==> config.mk <==
export PLATFORM = sky130hd
export DESIGN_NAME = touch_sample_average_calibrate_report_core
export DESIGN_NICKNAME = d
export VERILOG_FILES = /design/src/hw/rtl/tsacr_pkg.sv /design/src/hw/rtl/tsacr_regs.sv /design/src/hw/rtl/tsacr_div.sv /design/src/hw/rtl/tsacr_dp.sv /design/src/hw/rtl/tsacr_ctrl.sv /design/src/hw/rtl/touch_sample_average_calibrate_report_core.sv
export SDC_FILE = /design/constraint.sdc
export NUM_CORES = 1
export LEC_CHECK = 0
export BUFFER_PORTS_ARGS = -buffer_cell sky130_fd_sc_hd__buf_2
export CAP_MARGIN = 20
export CORE_MARGIN = 3
export CORE_UTILIZATION = 45
export CTS_BUF_LIST = sky130_fd_sc_hd__clkbuf_16
export DETAILED_ROUTE_END_ITERATION = 8
export GPL_TIMING_DRIVEN = 0
export PLACE_DENSITY = 0.69
export SLEW_MARGIN = 20
export SYNTH_ARGS = -nofsm -noshare
export SYNTH_HDL_FRONTEND = slang
export SYNTH_SLANG_ARGS = --single-unit
==> constraint.sdc <==
create_clock -name clk -period 16.5 [get_ports clk]
set_input_delay 4.95 -clock clk [delete_from_list [all_inputs] [get_ports clk]]
set_output_delay 4.95 -clock clk [all_outputs]
set_load 0.02 [all_outputs]
==> src/hw/rtl/tsacr_pkg.sv <==
`timescale 1ns / 1ps
`default_nettype none

package tsacr_pkg;

  localparam int RAW_W   = 16;
  localparam int COORD_W = 12;
  localparam int TIME_W  = 32;
  localparam int PER_W   = 8;
  localparam int NUM_W   = RAW_W + COORD_W;  // (raw - lo) * 4095 fits here
  localparam int ADDR_W  = 5;
  localparam int IDX_RW  = 3;

  // Command field codes
  localparam logic CMD_POLL   = 1'b0;
  localparam logic CMD_SAMPLE = 1'b1;

  // Result kind codes
  localparam logic KIND_REQ    = 1'b0;
  localparam logic KIND_REPORT = 1'b1;

  // Register indexes
  localparam logic [IDX_RW-1:0] REG_MIN_RAW_X = 3'd0;
  localparam logic [IDX_RW-1:0] REG_MAX_RAW_X = 3'd1;
  localparam logic [IDX_RW-1:0] REG_MIN_RAW_Y = 3'd2;
  localparam logic [IDX_RW-1:0] REG_MAX_RAW_Y = 3'd3;
  localparam logic [IDX_RW-1:0] REG_INVERT_X  = 3'd4;
  localparam logic [IDX_RW-1:0] REG_INVERT_Y  = 3'd5;
  localparam logic [IDX_RW-1:0] REG_SWAP_AXES = 3'd6;
  localparam logic [IDX_RW-1:0] REG_PERIOD_MS = 3'd7;

  // Register reset values
  localparam logic [RAW_W-1:0] RST_MIN_RAW_X = 16'd1756;
  localparam logic [RAW_W-1:0] RST_MAX_RAW_X = 16'd28899;
  localparam logic [RAW_W-1:0] RST_MIN_RAW_Y = 16'd3327;
  localparam logic [RAW_W-1:0] RST_MAX_RAW_Y = 16'd30198;
  localparam logic [PER_W-1:0] RST_PERIOD_MS = 8'd10;

  typedef struct packed {
    logic [RAW_W-1:0] min_raw_x;
    logic [RAW_W-1:0] max_raw_x;
    logic [RAW_W-1:0] min_raw_y;
    logic [RAW_W-1:0] max_raw_y;
    logic             invert_x;
    logic             invert_y;
    logic             swap_axes;
    logic [PER_W-1:0] period_ms;
  } cfg_t;

  typedef enum logic [2:0] {
    S_IDLE,
    S_DECODE,
    S_AVG,
    S_START,
    S_WAIT,
    S_PREP,
    S_CHECK,
    S_EMIT
  } state_t;

  typedef enum logic {
    JOB_SCL_X,
    JOB_SCL_Y
  } job_t;

  typedef struct packed {
    logic capture;
    logic poll_update;
    logic accumulate;
    logic avg_store;
    logic prep;
    logic axis_y;
    logic div_start;
    logic store;
    job_t job;
    logic bump;
    logic report_update;
    logic out_load;
    logic out_kind;
  } dp_cmd_t;

  typedef struct packed {
    logic is_poll;
    logic poll_ok;
    logic pen_pressed;
    logic collecting;
    logic burst_last;
    logic div_done;
    logic changed;
    logic out_busy;
  } dp_stat_t;

endpackage

`default_nettype wire

==> src/hw/rtl/tsacr_regs.sv <==
`timescale 1ns / 1ps
`default_nettype none

module tsacr_regs (
  input  logic                         clk,
  input  logic                         rst,
  input  logic                         psel,
  input  logic                         penable,
  input  logic                         pwrite,
  input  logic [tsacr_pkg::ADDR_W-1:0] paddr,
  input  logic [31:0]                  pwdata,
  output logic [31:0]                  prdata,
  output logic                         pready,
  output tsacr_pkg::cfg_t              cfg
);
  import tsacr_pkg::*;

  logic              wr_en;
  logic [IDX_RW-1:0] idx;

  assign pready = 1'b1;
  assign wr_en  = psel & penable & pwrite;
  assign idx    = paddr[ADDR_W-1:2];

  always_ff @(posedge clk) begin
    if (rst) begin
      cfg.min_raw_x <= RST_MIN_RAW_X;
      cfg.max_raw_x <= RST_MAX_RAW_X;
      cfg.min_raw_y <= RST_MIN_RAW_Y;
      cfg.max_raw_y <= RST_MAX_RAW_Y;
      cfg.invert_x  <= 1'b0;
      cfg.invert_y  <= 1'b0;
      cfg.swap_axes <= 1'b0;
      cfg.period_ms <= RST_PERIOD_MS;
    end else if (wr_en) begin
      case (idx)
        REG_MIN_RAW_X: cfg.min_raw_x <= pwdata[RAW_W-1:0];
        REG_MAX_RAW_X: cfg.max_raw_x <= pwdata[RAW_W-1:0];
        REG_MIN_RAW_Y: cfg.min_raw_y <= pwdata[RAW_W-1:0];
        REG_MAX_RAW_Y: cfg.max_raw_y <= pwdata[RAW_W-1:0];
        REG_INVERT_X:  cfg.invert_x  <= pwdata[0];
        REG_INVERT_Y:  cfg.invert_y  <= pwdata[0];
        REG_SWAP_AXES: cfg.swap_axes <= pwdata[0];
        REG_PERIOD_MS: cfg.period_ms <= pwdata[PER_W-1:0];
        default: ;
      endcase
    end
  end

  always_comb begin
    case (idx)
      REG_MIN_RAW_X: prdata = 32'(cfg.min_raw_x);
      REG_MAX_RAW_X: prdata = 32'(cfg.max_raw_x);
      REG_MIN_RAW_Y: prdata = 32'(cfg.min_raw_y);
      REG_MAX_RAW_Y: prdata = 32'(cfg.max_raw_y);
      REG_INVERT_X:  prdata = 32'(cfg.invert_x);
      REG_INVERT_Y:  prdata = 32'(cfg.invert_y);
      REG_SWAP_AXES: prdata = 32'(cfg.swap_axes);
      REG_PERIOD_MS: prdata = 32'(cfg.period_ms);
      default:       prdata = '0;
    endcase
  end

endmodule

`default_nettype wire

==> src/hw/rtl/tsacr_div.sv <==
`timescale 1ns / 1ps
`default_nettype none

// Restoring divider, one quotient bit per cycle.
module tsacr_div #(
  parameter int DW = 28,
  parameter int VW = 16
) (
  input  logic          clk,
  input  logic          rst,
  input  logic          start,
  input  logic [DW-1:0] dividend,
  input  logic [VW-1:0] divisor,
  output logic          done,
  output logic [DW-1:0] quotient
);
  localparam int CW = $clog2(DW + 1);

  logic [DW-1:0] quo;
  logic [VW-1:0] rem;
  logic [VW-1:0] dvs;
  logic [CW-1:0] cnt;
  logic          busy;
  logic [VW:0]   rem_sh;
  logic [VW:0]   diff;
  logic          fits;

  assign rem_sh   = {rem, quo[DW-1]};
  assign diff     = rem_sh - {1'b0, dvs};
  assign fits     = (rem_sh >= {1'b0, dvs});
  assign quotient = quo;

  always_ff @(posedge clk) begin
    if (rst) begin
      busy <= 1'b0;
      done <= 1'b0;
      cnt  <= '0;
    end else begin
      done <= 1'b0;
      if (start) begin
        busy <= 1'b1;
        cnt  <= CW'(DW);
      end else if (busy) begin
        cnt <= cnt - 1'b1;
        if (cnt == CW'(1)) begin
          busy <= 1'b0;
          done <= 1'b1;
        end
      end
    end
  end

  always_ff @(posedge clk) begin
    if (start) begin
      quo <= dividend;
      rem <= '0;
      dvs <= divisor;
    end else if (busy) begin
      rem <= fits ? diff[VW-1:0] : rem_sh[VW-1:0];
      quo <= {quo[DW-2:0], fits};
    end
  end

endmodule

`default_nettype wire

==> src/hw/rtl/tsacr_dp.sv <==
`timescale 1ns / 1ps
`default_nettype none

module tsacr_dp #(
  parameter int NUM_SAMPLES = 8
) (
  input  logic                          clk,
  input  logic                          rst,
  input  tsacr_pkg::cfg_t               cfg,
  input  tsacr_pkg::dp_cmd_t            cmd,
  output tsacr_pkg::dp_stat_t           stat,
  input  logic                          command,
  input  logic [tsacr_pkg::TIME_W-1:0]  now_ms,
  input  logic                          pen_pressed,
  input  logic                          host_ready,
  input  logic [tsacr_pkg::RAW_W-1:0]   raw_x,
  input  logic [tsacr_pkg::RAW_W-1:0]   raw_y,
  input  logic                          out_ready,
  output logic                          out_valid,
  output logic                          kind,
  output logic                          tip,
  output logic [tsacr_pkg::COORD_W-1:0] pos_x,
  output logic [tsacr_pkg::COORD_W-1:0] pos_y,
  output logic                          contact_count,
  output logic [tsacr_pkg::RAW_W-1:0]   avg_raw_x,
  output logic [tsacr_pkg::RAW_W-1:0]   avg_raw_y,
  output logic [tsacr_pkg::TIME_W-1:0]  press_count
);
  import tsacr_pkg::*;

  localparam int SUM_W  = RAW_W + $clog2(NUM_SAMPLES);
  localparam int IDX_W  = (NUM_SAMPLES > 1) ? $clog2(NUM_SAMPLES) : 1;
  localparam logic [IDX_W-1:0] IDX_LAST = IDX_W'(NUM_SAMPLES - 1);
  // Average by reciprocal multiply: exact for every sum that fits SUM_W bits.
  localparam int REC_SH = SUM_W + $clog2(NUM_SAMPLES);
  localparam int REC_W  = SUM_W + 1;
  localparam int PROD_W = SUM_W + REC_W;
  localparam logic [REC_W-1:0] REC_MUL =
    REC_W'(((64'd1 << REC_SH) + 64'(NUM_SAMPLES) - 64'd1) / 64'(NUM_SAMPLES));

  // captured item
  logic              in_cmd;
  logic [TIME_W-1:0] in_now;
  logic              in_pen;
  logic              in_host;
  logic [RAW_W-1:0]  in_rx;
  logic [RAW_W-1:0]  in_ry;

  // block state
  logic [TIME_W-1:0]  next_deadline;
  logic               collecting;
  logic [IDX_W-1:0]   sample_index;
  logic [SUM_W-1:0]   sum_x_acc;
  logic [SUM_W-1:0]   sum_y_acc;
  logic [COORD_W-1:0] cur_x;
  logic [COORD_W-1:0] cur_y;
  logic [RAW_W-1:0]   last_avg_x;
  logic [RAW_W-1:0]   last_avg_y;
  logic               prev_pen;
  logic [COORD_W-1:0] prev_x;
  logic [COORD_W-1:0] prev_y;
  logic [TIME_W-1:0]  presses;
  logic               rep_pen;

  // scaling operands
  logic [NUM_W-1:0] num;
  logic [RAW_W-1:0] span;
  logic             span_pos;
  logic             inv;

  logic              use_y;
  logic [RAW_W-1:0]  sel_raw;
  logic [RAW_W-1:0]  sel_lo;
  logic [RAW_W-1:0]  sel_hi;
  logic [RAW_W-1:0]  clamped;
  logic [RAW_W-1:0]  offset;
  logic [NUM_W-1:0]  num_next;
  logic [TIME_W-1:0] since;

  logic [PROD_W-1:0]  prod_x;
  logic [PROD_W-1:0]  prod_y;
  logic [RAW_W-1:0]   avg_x;
  logic [RAW_W-1:0]   avg_y;

  logic               div_done;
  logic [NUM_W-1:0]   div_quo;
  logic [COORD_W-1:0] coord;

  always_ff @(posedge clk) begin
    if (cmd.capture) begin
      in_cmd  <= command;
      in_now  <= now_ms;
      in_pen  <= pen_pressed;
      in_host <= host_ready;
      in_rx   <= raw_x;
      in_ry   <= raw_y;
    end
  end

  assign since = in_now - next_deadline;

  assign stat.is_poll     = (in_cmd == CMD_POLL);
  assign stat.poll_ok     = in_host & ~since[TIME_W-1];
  assign stat.pen_pressed = in_pen;
  assign stat.collecting  = collecting;
  assign stat.burst_last  = (sample_index == IDX_LAST);
  assign stat.div_done    = div_done;
  assign stat.changed     = (rep_pen != prev_pen) | (cur_x != prev_x) | (cur_y != prev_y);
  assign stat.out_busy    = out_valid & ~out_ready;

  assign prod_x = PROD_W'(sum_x_acc) * PROD_W'(REC_MUL);
  assign prod_y = PROD_W'(sum_y_acc) * PROD_W'(REC_MUL);
  assign avg_x  = prod_x[REC_SH +: RAW_W];
  assign avg_y  = prod_y[REC_SH +: RAW_W];

  // Pick the calibration window for the axis being scaled; swap flips it.
  always_comb begin
    use_y    = cmd.axis_y ^ cfg.swap_axes;
    sel_raw  = use_y ? last_avg_y : last_avg_x;
    sel_lo   = use_y ? cfg.min_raw_y : cfg.min_raw_x;
    sel_hi   = use_y ? cfg.max_raw_y : cfg.max_raw_x;
    if (sel_raw < sel_lo) begin
      clamped = sel_lo;
    end else if (sel_raw > sel_hi) begin
      clamped = sel_hi;
    end else begin
      clamped = sel_raw;
    end
    offset   = clamped - sel_lo;
    num_next = {offset, COORD_W'(0)} - NUM_W'(offset);
  end

  always_ff @(posedge clk) begin
    if (cmd.prep) begin
      num      <= num_next;
      span     <= sel_hi - sel_lo;
      span_pos <= (sel_hi > sel_lo);
      inv      <= cmd.axis_y ? cfg.invert_y : cfg.invert_x;
    end
  end

  tsacr_div #(
    .DW (NUM_W),
    .VW (RAW_W)
  ) u_div (
    .clk      (clk),
    .rst      (rst),
    .start    (cmd.div_start),
    .dividend (num),
    .divisor  (span),
    .done     (div_done),
    .quotient (div_quo)
  );

  assign coord = (span_pos ? div_quo[COORD_W-1:0] : '0) ^ {COORD_W{inv}};

  always_ff @(posedge clk) begin
    if (rst) begin
      next_deadline <= '0;
      collecting    <= 1'b0;
      sample_index  <= '0;
      sum_x_acc     <= '0;
      sum_y_acc     <= '0;
      cur_x         <= '0;
      cur_y         <= '0;
      last_avg_x    <= '0;
      last_avg_y    <= '0;
      prev_pen      <= 1'b0;
      prev_x        <= '0;
      prev_y        <= '0;
      presses       <= '0;
      rep_pen       <= 1'b0;
    end else begin
      if (cmd.poll_update) begin
        next_deadline <= in_now + TIME_W'(cfg.period_ms);
        collecting    <= in_pen;
        sample_index  <= '0;
        sum_x_acc     <= '0;
        sum_y_acc     <= '0;
        rep_pen       <= 1'b0;
      end
      if (cmd.accumulate) begin
        sum_x_acc <= sum_x_acc + SUM_W'(in_rx);
        sum_y_acc <= sum_y_acc + SUM_W'(in_ry);
        if (sample_index == IDX_LAST) begin
          sample_index <= '0;
          collecting   <= 1'b0;
          rep_pen      <= 1'b1;
        end else begin
          sample_index <= sample_index + 1'b1;
        end
      end
      if (cmd.avg_store) begin
        last_avg_x <= avg_x;
        last_avg_y <= avg_y;
        sum_x_acc  <= '0;
        sum_y_acc  <= '0;
      end
      if (cmd.store) begin
        case (cmd.job)
          JOB_SCL_X: cur_x <= coord;
          JOB_SCL_Y: cur_y <= coord;
          default: ;
        endcase
      end
      if (cmd.bump && !prev_pen) begin
        presses <= presses + 1'b1;
      end
      if (cmd.report_update) begin
        prev_pen <= rep_pen;
        prev_x   <= cur_x;
        prev_y   <= cur_y;
      end
    end
  end

  // output register
  always_ff @(posedge clk) begin
    if (rst) begin
      out_valid <= 1'b0;
    end else if (cmd.out_load) begin
      out_valid <= 1'b1;
    end else if (out_ready) begin
      out_valid <= 1'b0;
    end
  end

  always_ff @(posedge clk) begin
    if (cmd.out_load) begin
      kind <= cmd.out_kind;
      if (cmd.out_kind == KIND_REPORT) begin
        tip           <= rep_pen;
        contact_count <= rep_pen;
        pos_x         <= cur_x;
        pos_y         <= cur_y;
        avg_raw_x     <= last_avg_x;
        avg_raw_y     <= last_avg_y;
        press_count   <= presses;
      end else begin
        tip           <= 1'b0;
        contact_count <= 1'b0;
        pos_x         <= '0;
        pos_y         <= '0;
        avg_raw_x     <= '0;
        avg_raw_y     <= '0;
        press_count   <= '0;
      end
    end
  end

endmodule

`default_nettype wire

==> src/hw/rtl/tsacr_ctrl.sv <==
`timescale 1ns / 1ps
`default_nettype none

module tsacr_ctrl (
  input  logic                clk,
  input  logic                rst,
  input  logic                in_valid,
  output logic                in_ready,
  input  tsacr_pkg::dp_stat_t stat,
  output tsacr_pkg::dp_cmd_t  cmd
);
  import tsacr_pkg::*;

  state_t state;
  state_t state_next;
  job_t   job;
  job_t   job_next;
  logic   kind_sel;
  logic   kind_sel_next;

  always_ff @(posedge clk) begin
    if (rst) begin
      state    <= S_IDLE;
      job      <= JOB_SCL_X;
      kind_sel <= KIND_REQ;
    end else begin
      state    <= state_next;
      job      <= job_next;
      kind_sel <= kind_sel_next;
    end
  end

  always_comb begin
    state_next    = state;
    job_next      = job;
    kind_sel_next = kind_sel;
    in_ready      = 1'b0;
    cmd           = '0;
    cmd.job       = job;
    cmd.out_kind  = kind_sel;
    case (state)
      S_IDLE: begin
        in_ready = 1'b1;
        if (in_valid) begin
          cmd.capture = 1'b1;
          state_next  = S_DECODE;
        end
      end
      S_DECODE: begin
        state_next = S_IDLE;
        if (stat.is_poll) begin
          if (stat.poll_ok) begin
            cmd.poll_update = 1'b1;
            if (stat.pen_pressed) begin
              kind_sel_next = KIND_REQ;
              state_next    = S_EMIT;
            end else begin
              state_next = S_CHECK;
            end
          end
        end else if (stat.collecting) begin
          cmd.accumulate = 1'b1;
          if (stat.burst_last) begin
            job_next   = JOB_SCL_X;
            state_next = S_AVG;
          end
        end
      end
      S_AVG: begin
        cmd.avg_store = 1'b1;
        state_next    = S_PREP;
      end
      S_START: begin
        cmd.div_start = 1'b1;
        state_next    = S_WAIT;
      end
      S_WAIT: begin
        if (stat.div_done) begin
          cmd.store = 1'b1;
          case (job)
            JOB_SCL_X: begin
              job_next   = JOB_SCL_Y;
              state_next = S_PREP;
            end
            default: begin
              cmd.bump   = 1'b1;
              state_next = S_CHECK;
            end
          endcase
        end
      end
      S_PREP: begin
        cmd.prep   = 1'b1;
        cmd.axis_y = (job == JOB_SCL_Y);
        state_next = S_START;
      end
      S_CHECK: begin
        if (stat.changed) begin
          cmd.report_update = 1'b1;
          kind_sel_next     = KIND_REPORT;
          state_next        = S_EMIT;
        end else begin
          state_next = S_IDLE;
        end
      end
      S_EMIT: begin
        if (!stat.out_busy) begin
          cmd.out_load = 1'b1;
          state_next   = S_IDLE;
        end
      end
      default: begin
        state_next = S_IDLE;
      end
    endcase
  end

endmodule

`default_nettype wire

==> src/hw/rtl/touch_sample_average_calibrate_report_core.sv <==
// Touch front end: poll gating, sample burst averaging, calibration and reporting.
// Input channel (in_valid/in_ready): a poll beat (command 0) carries now_ms,
// pen_pressed and host_ready; a sample beat (command 1) carries one raw_x/raw_y pair.
// Output channel (out_valid/out_ready): a burst request (kind 0, all else zero)
// after an accepted pen-down poll, or a touch report (kind 1) on any change.
// Timing: a beat is taken in S_IDLE and decoded in S_DECODE. A burst request
// passes S_DECODE and S_EMIT before it is loaded into the output register, a pen-up
// report S_DECODE, S_CHECK and S_EMIT; a sample that is not the last of a burst
// frees the input again straight from S_DECODE. The last sample of a burst averages
// both sums in S_AVG with a reciprocal multiply, then runs two axis scalings on the
// one shared restoring divider (one quotient bit a cycle, 28 bits wide), then
// compares in S_CHECK and emits its report in S_EMIT. One beat is worked on at a
// time; the next is taken while a result still waits in the output register.
// Reset clears all tracking state and loads the calibration registers with
// their defaults. When the receiver stalls, the result is held in the output
// register and a following result waits in the controller until it drains.
`timescale 1ns / 1ps
`default_nettype none

module touch_sample_average_calibrate_report_core #(
  parameter int NUM_SAMPLES = 8
) (
  input  logic                          clk,
  input  logic                          rst,
  // configuration port
  input  logic                          psel,
  input  logic                          penable,
  input  logic                          pwrite,
  input  logic [tsacr_pkg::ADDR_W-1:0]  paddr,
  input  logic [31:0]                   pwdata,
  output logic [31:0]                   prdata,
  output logic                          pready,
  // input beats
  input  logic                          in_valid,
  output logic                          in_ready,
  input  logic                          command,
  input  logic [tsacr_pkg::TIME_W-1:0]  now_ms,
  input  logic                          pen_pressed,
  input  logic                          host_ready,
  input  logic [tsacr_pkg::RAW_W-1:0]   raw_x,
  input  logic [tsacr_pkg::RAW_W-1:0]   raw_y,
  // result beats
  output logic                          out_valid,
  input  logic                          out_ready,
  output logic                          kind,
  output logic                          tip,
  output logic [tsacr_pkg::COORD_W-1:0] pos_x,
  output logic [tsacr_pkg::COORD_W-1:0] pos_y,
  output logic                          contact_count,
  output logic [tsacr_pkg::RAW_W-1:0]   avg_raw_x,
  output logic [tsacr_pkg::RAW_W-1:0]   avg_raw_y,
  output logic [tsacr_pkg::TIME_W-1:0]  press_count
);
  import tsacr_pkg::*;

  cfg_t     cfg;
  dp_cmd_t  cmd;
  dp_stat_t stat;

  // Calibration, inversion, swap, poll period; write only when idle, unenforced.
  tsacr_regs u_regs (
    .clk     (clk),
    .rst     (rst),
    .psel    (psel),
    .penable (penable),
    .pwrite  (pwrite),
    .paddr   (paddr),
    .pwdata  (pwdata),
    .prdata  (prdata),
    .pready  (pready),
    .cfg     (cfg)
  );

  // Sequence each beat: decode, then as needed accumulate, average, divide twice, compare, emit.
  tsacr_ctrl u_ctrl (
    .clk      (clk),
    .rst      (rst),
    .in_valid (in_valid),
    .in_ready (in_ready),
    .stat     (stat),
    .cmd      (cmd)
  );

  // Hold the tracking state, the shared divider and the output register.
  tsacr_dp #(
    .NUM_SAMPLES (NUM_SAMPLES)
  ) u_dp (
    .clk           (clk),
    .rst           (rst),
    .cfg           (cfg),
    .cmd           (cmd),
    .stat          (stat),
    .command       (command),
    .now_ms        (now_ms),
    .pen_pressed   (pen_pressed),
    .host_ready    (host_ready),
    .raw_x         (raw_x),
    .raw_y         (raw_y),
    .out_ready     (out_ready),
    .out_valid     (out_valid),
    .kind          (kind),
    .tip           (tip),
    .pos_x         (pos_x),
    .pos_y         (pos_y),
    .contact_count (contact_count),
    .avg_raw_x     (avg_raw_x),
    .avg_raw_y     (avg_raw_y),
    .press_count   (press_count)
  );

endmodule

`default_nettype wire

Word level (Yosys, flattened, before mapping)
Cells that the tools add are included.
- output and inout port bits: 126
- register bits: 539
- bitwise logic cells: 12
- $lt $le $gt $ge: 4
- equal/unequal tests: 29
- add/subtract/negate cells: 11
- mux-type cells: 72
- reductions and logical operators: 25
- operators by type and width (operator ; count):
    $pmux 32 s8 ; 1
    $mux 16 ; 6
    $mux 19 ; 3
    $mux 28 ; 2
    $sub 16x16->16 ; 3
    $mux 1 ; 40
    $add 19x16->19 ; 2
    $add 32x1->32 const B ; 1
    $add 32x8->32 ; 1
    $gt 16x16->1 ; 2
    $sub 32x32->32 ; 1
    $mux 3 ; 10
    $sub 28x16->28 ; 1
    $eq 3x3->1 const B ; 9
    $ne 12x12->1 ; 2
    $pmux 3 s8 ; 1
    $reduce_and 2->1 ; 10
    $ge 17x16->1 ; 1
    $lt 16x16->1 ; 1
    $eq 3x2->1 const B ; 4
    $mux 12 ; 1
    $ne 2x2->1 const B ; 6
    $xor 12x12->12 ; 1
    $mux 5 ; 2
    20 further kinds ; 42

Longest topological paths before layout
- word-level depth: 9
- depth in mapped cells: 36
- gate-level depth less buffers: 29

Hierarchy
From an unflattened synthesis, not the netlist that was laid out.
- cell total of the unflattened synthesis: 2772
- area total of the unflattened synthesis: 28210.8 sq um
- by module, submodules not included (module ; cells an instance ; seq. area each (sq um) ; instances ; area an instance (sq um)):
    tsacr_dp ; 1970 ; 9879.5 ; 1 ; 20687.3
    tsacr_regs ; 440 ; 1501.4 ; 1 ; 3614.7
    tsacr_div ; 311 ; 1781.7 ; 1 ; 3500.9
    tsacr_ctrl ; 51 ; 100.1 ; 1 ; 407.9

Least setup slack after synthesis
No wires, ideal clock.
- path type: input -> output
- start point: input port paddr[2] (netlist bit)
- end point: output port prdata[11]
- path buffers: 2
- arrival time: 6.461 ns
- setup slack: 5.089 ns
- stages on the path: 4
- cell sequence: clkbuf_1 -> clkbuf_1 -> mux4_2 -> and2_1
- cells in the longest elaborated chain, start to end: 2
- RTL lines (what ; line ; text):
    start, declared ; touch_sample_average_calibrate_report_core.sv:29 ; input logic [tsacr_pkg::ADDR_W-1:0] paddr,
    $eq 3x3->1, or another cell as far along ; tsacr_regs.sv:51 ; case (idx)
    $pmux 32 s8 (*) ; tsacr_regs.sv:51 ;
    end, declared ; touch_sample_average_calibrate_report_core.sv:31 ; output logic [31:0] prdata,
Every way passes the cells marked *; elsewhere a longest branch is shown, timed or not. The select of a mux whose other input is x is not followed.

Final worst setup path
- start point: input port paddr[3] (netlist bit)
- end point: output port prdata[1]
The elaborated chain is that of the path after synthesis.

==> flow_summary.ini <==
[run_status]
status = complete, no violations

[global_route]
grt_max_degree = 61
antenna_found_initial = 5
grt_pass1_vias = 20354
grt_overflow = 0
grt.total_usage = 0.221
grt_pass1_wl_mm = 112

[job]
drv_cap = 0

[logic_synthesis]
synth_area_leaders = edfxtp_1 27%, dfxtp_1 21%, ha_1 7.1%
synth_edf_count = 247
yosysTopAreaCell = edfxtp_1
yosysSeqAreaShare = 0.478
synth_cell_types = 87
synth_top_area_frac = 0.267
async_reset_ff_frac = 0
ys_seq_elements = 539
ys_warn_count = 0
syn_inst = 2849
dominantRegCellSynth = dfxtp_1
syn_area_um2 = 27800
synthesis.area_per_instance_um2 = 9.74

[clock_network]
clock-root-buffer = clkbuf_16
cts_buffer_depth = 3
cts_sinks = 539
cts_tree = done
post_cts_buffers = 0
cts_buffers = 56
ctsResizeCount = 0
clk_latency_ns = 0.63
htree_levels = 2
clkTransAtPathRegs_ns = 0.06
holdBufCountCts = 0

[critical_path]
start_kind = primary input
critPathRequiredTime_ns = 11.55
worstSetupPathType = in2out
cp_slowest_stage_delay_ns = 0.57
cp.arrival_ns = 7.05
end_kind = primary output
r2r_slack_ns = 6.53
crit_slowest_cell = buf_1
crit_top_cell = clkbuf_1
crit_chain = clkbuf_1 > buf_1 > clkbuf_1 > a22oi_1 > o22ai_1 > buf_2
critical_path.max_fanout = 10

[sta]
drv_slew = 0
setup_slack_ns = 4.50
rsz0062_at_grt = false
tightest_slew_ns = 1.05
setup_tns_ns = 0
finalHoldViolCount = 0
setup_viol = 0
fmax_ghz = 0.0834
relSlewSlack = 0.280
fin_crit_sh = 0.727
whs_ns = 0.418
period_needed_ns = 12.00
fin_skew_ns = 0.0234

[power_and_ir_drop]
ir_worst_vdd_mv = 0.0839
p_leak_nw = 12.6
p_per_area_nw_per_um2 = 102

[floorplanning]
ios = 237
die_area_um2 = 64700
die_x_um = 254
die_y_um = 254
rows = 90
coreArea_um2 = 60700
initial_core_util = 0.457

[route]
drtIter0Drc = 1516
wl_mm = 72.0
postRouteAntennaNets = 0
firstDrtPassIters = 6
vias = 21510
drc_errors = 0
routed_via_density = 5.43
routedWlPerCell_um = 18.2

[placement]
port_buffers = 196
dp_hpwl_mm = 54.9
dp_worst_setup_slack_ns = 4.50
post-place-cells = 3850
gp_congestion = 0.920

[layout]
layout_commonest_cell = nand2_1
final_layout_size_suffix_gt1_frac = 0.114
finish.utilization = 0.522
final_cell_mix = 375 x nand2_1, 292 x dfxtp_1, 247 x edfxtp_1, 232 x nor2_1, 201 x buf_2
final_nets = 3400
layout.cells.non_filler = 3958
area_growth_pct = 14.2

[worst_hold_path]
min_path_type = reg2reg
-- synth_stat cells, types with 6 or more instances --
cell       number
nand3b_1       30
edfxtp_1      247
mux2_2         20
inv_1         131
buf_4          19
nand4_1        32
clkbuf_1      114
o21a_1          8
nor4_1         10
and2_1        114
or3_1          18
o211ai_1        8
ha_1          157
nand2_1       376
o2111ai_1       8
xor2_1         89
o22ai_1        17
nand2b_1       13
nor3b_1         7
a211o_1        16
o21bai_1       12
a22oi_1         8
dfxtp_1       292
a41oi_1         6
nor2_1        232
a211oi_1       67
xnor2_1        87
nor3_1         40
a31oi_1        19
buf_1           8
nor2b_1        37
a21o_1         40
mux4_2          8
fa_1            6
a21oi_1       191
and3_1         25
mux2i_1       101
o21ai_0        76
nand3_1        71
-- where the power goes --
part / internal, mW / switching [mW]
Sequential: 1.47 / 0.0408
Combinational: 0.217 / 0.313
Clock: 0.669 / 0.535
-- final cells by class --
class	count	area, um^2
antenna	2	5.00
buffer	148	649
clock buffer	58	1450
clock inverter	48	322
fill	5488	29000
inverter	132	495
multi-input combinational	2045	13400
sequential	539	13300
tap	782	978
timing repair buffer	204	1120
-- registers in the layout, indices dropped and copies added (netlist names), 28 cells and up --
| name | cells |
|---|---|
| u_dp.num | 28 |
| u_dp.in_now | 32 |
| u_dp.press_count | 32 |
| u_dp.presses | 32 |
| u_regs.cfg | 75 |
| u_dp.next_deadline | 32 |
| u_dp.u_div.quotient | 28 |
-- through the flow --
stage	area, um^2	power (mW)
final	31700	3.24
after global routing	31700	3.39
after CTS	31700	3.27
after detailed placement	29900	2.06
after global placement	29800	2.05
after floorplan	27800	1.93
-- critical path: cells and delay by family --
kind	cells	cell delay, ns
compound gates	2	0.44
buf+inv	4	1.65
-- cells by family after synthesis --
kind of cell | count (synthesis) | share of synthesized area
and+or+nand+nor | 1033 | 0.177
DFF | 539 | 0.478
AOI/OAI and AO/OA | 526 | 0.122
buffers and inverters | 280 | 0.0412
xor gates and xnor gates | 177 | 0.0561
adders and majority gates | 163 | 0.0751
muxes | 129 | 0.0510
other | 2 | 0.000271
-- layer usage --
metal | global-route usage | vias to the layer above | share of wire
li1 | - | 10601 | -
met1 | 0.302 | 10060 | 0.44
met2 | 0.350 | 713 | 0.45
met3 | 0.0432 | 134 | 0.079
met4 | 0.0808 | 2 | 0.033
met5 | 0 | - | 0.00026
-- worst paths after layout --
kind,startpoint,endpoint,depth (start not counted)
setup / recovery,paddr[3],prdata[1],6
hold / removal,u_dp.span[3],u_dp.u_div.dvs[3],0
setup reg to reg,u_ctrl.state[2],u_dp.num[23],33
hold reg to reg,u_dp.span[3],u_dp.u_div.dvs[3],0
Note: power is estimated with default switching activity, not from simulation.
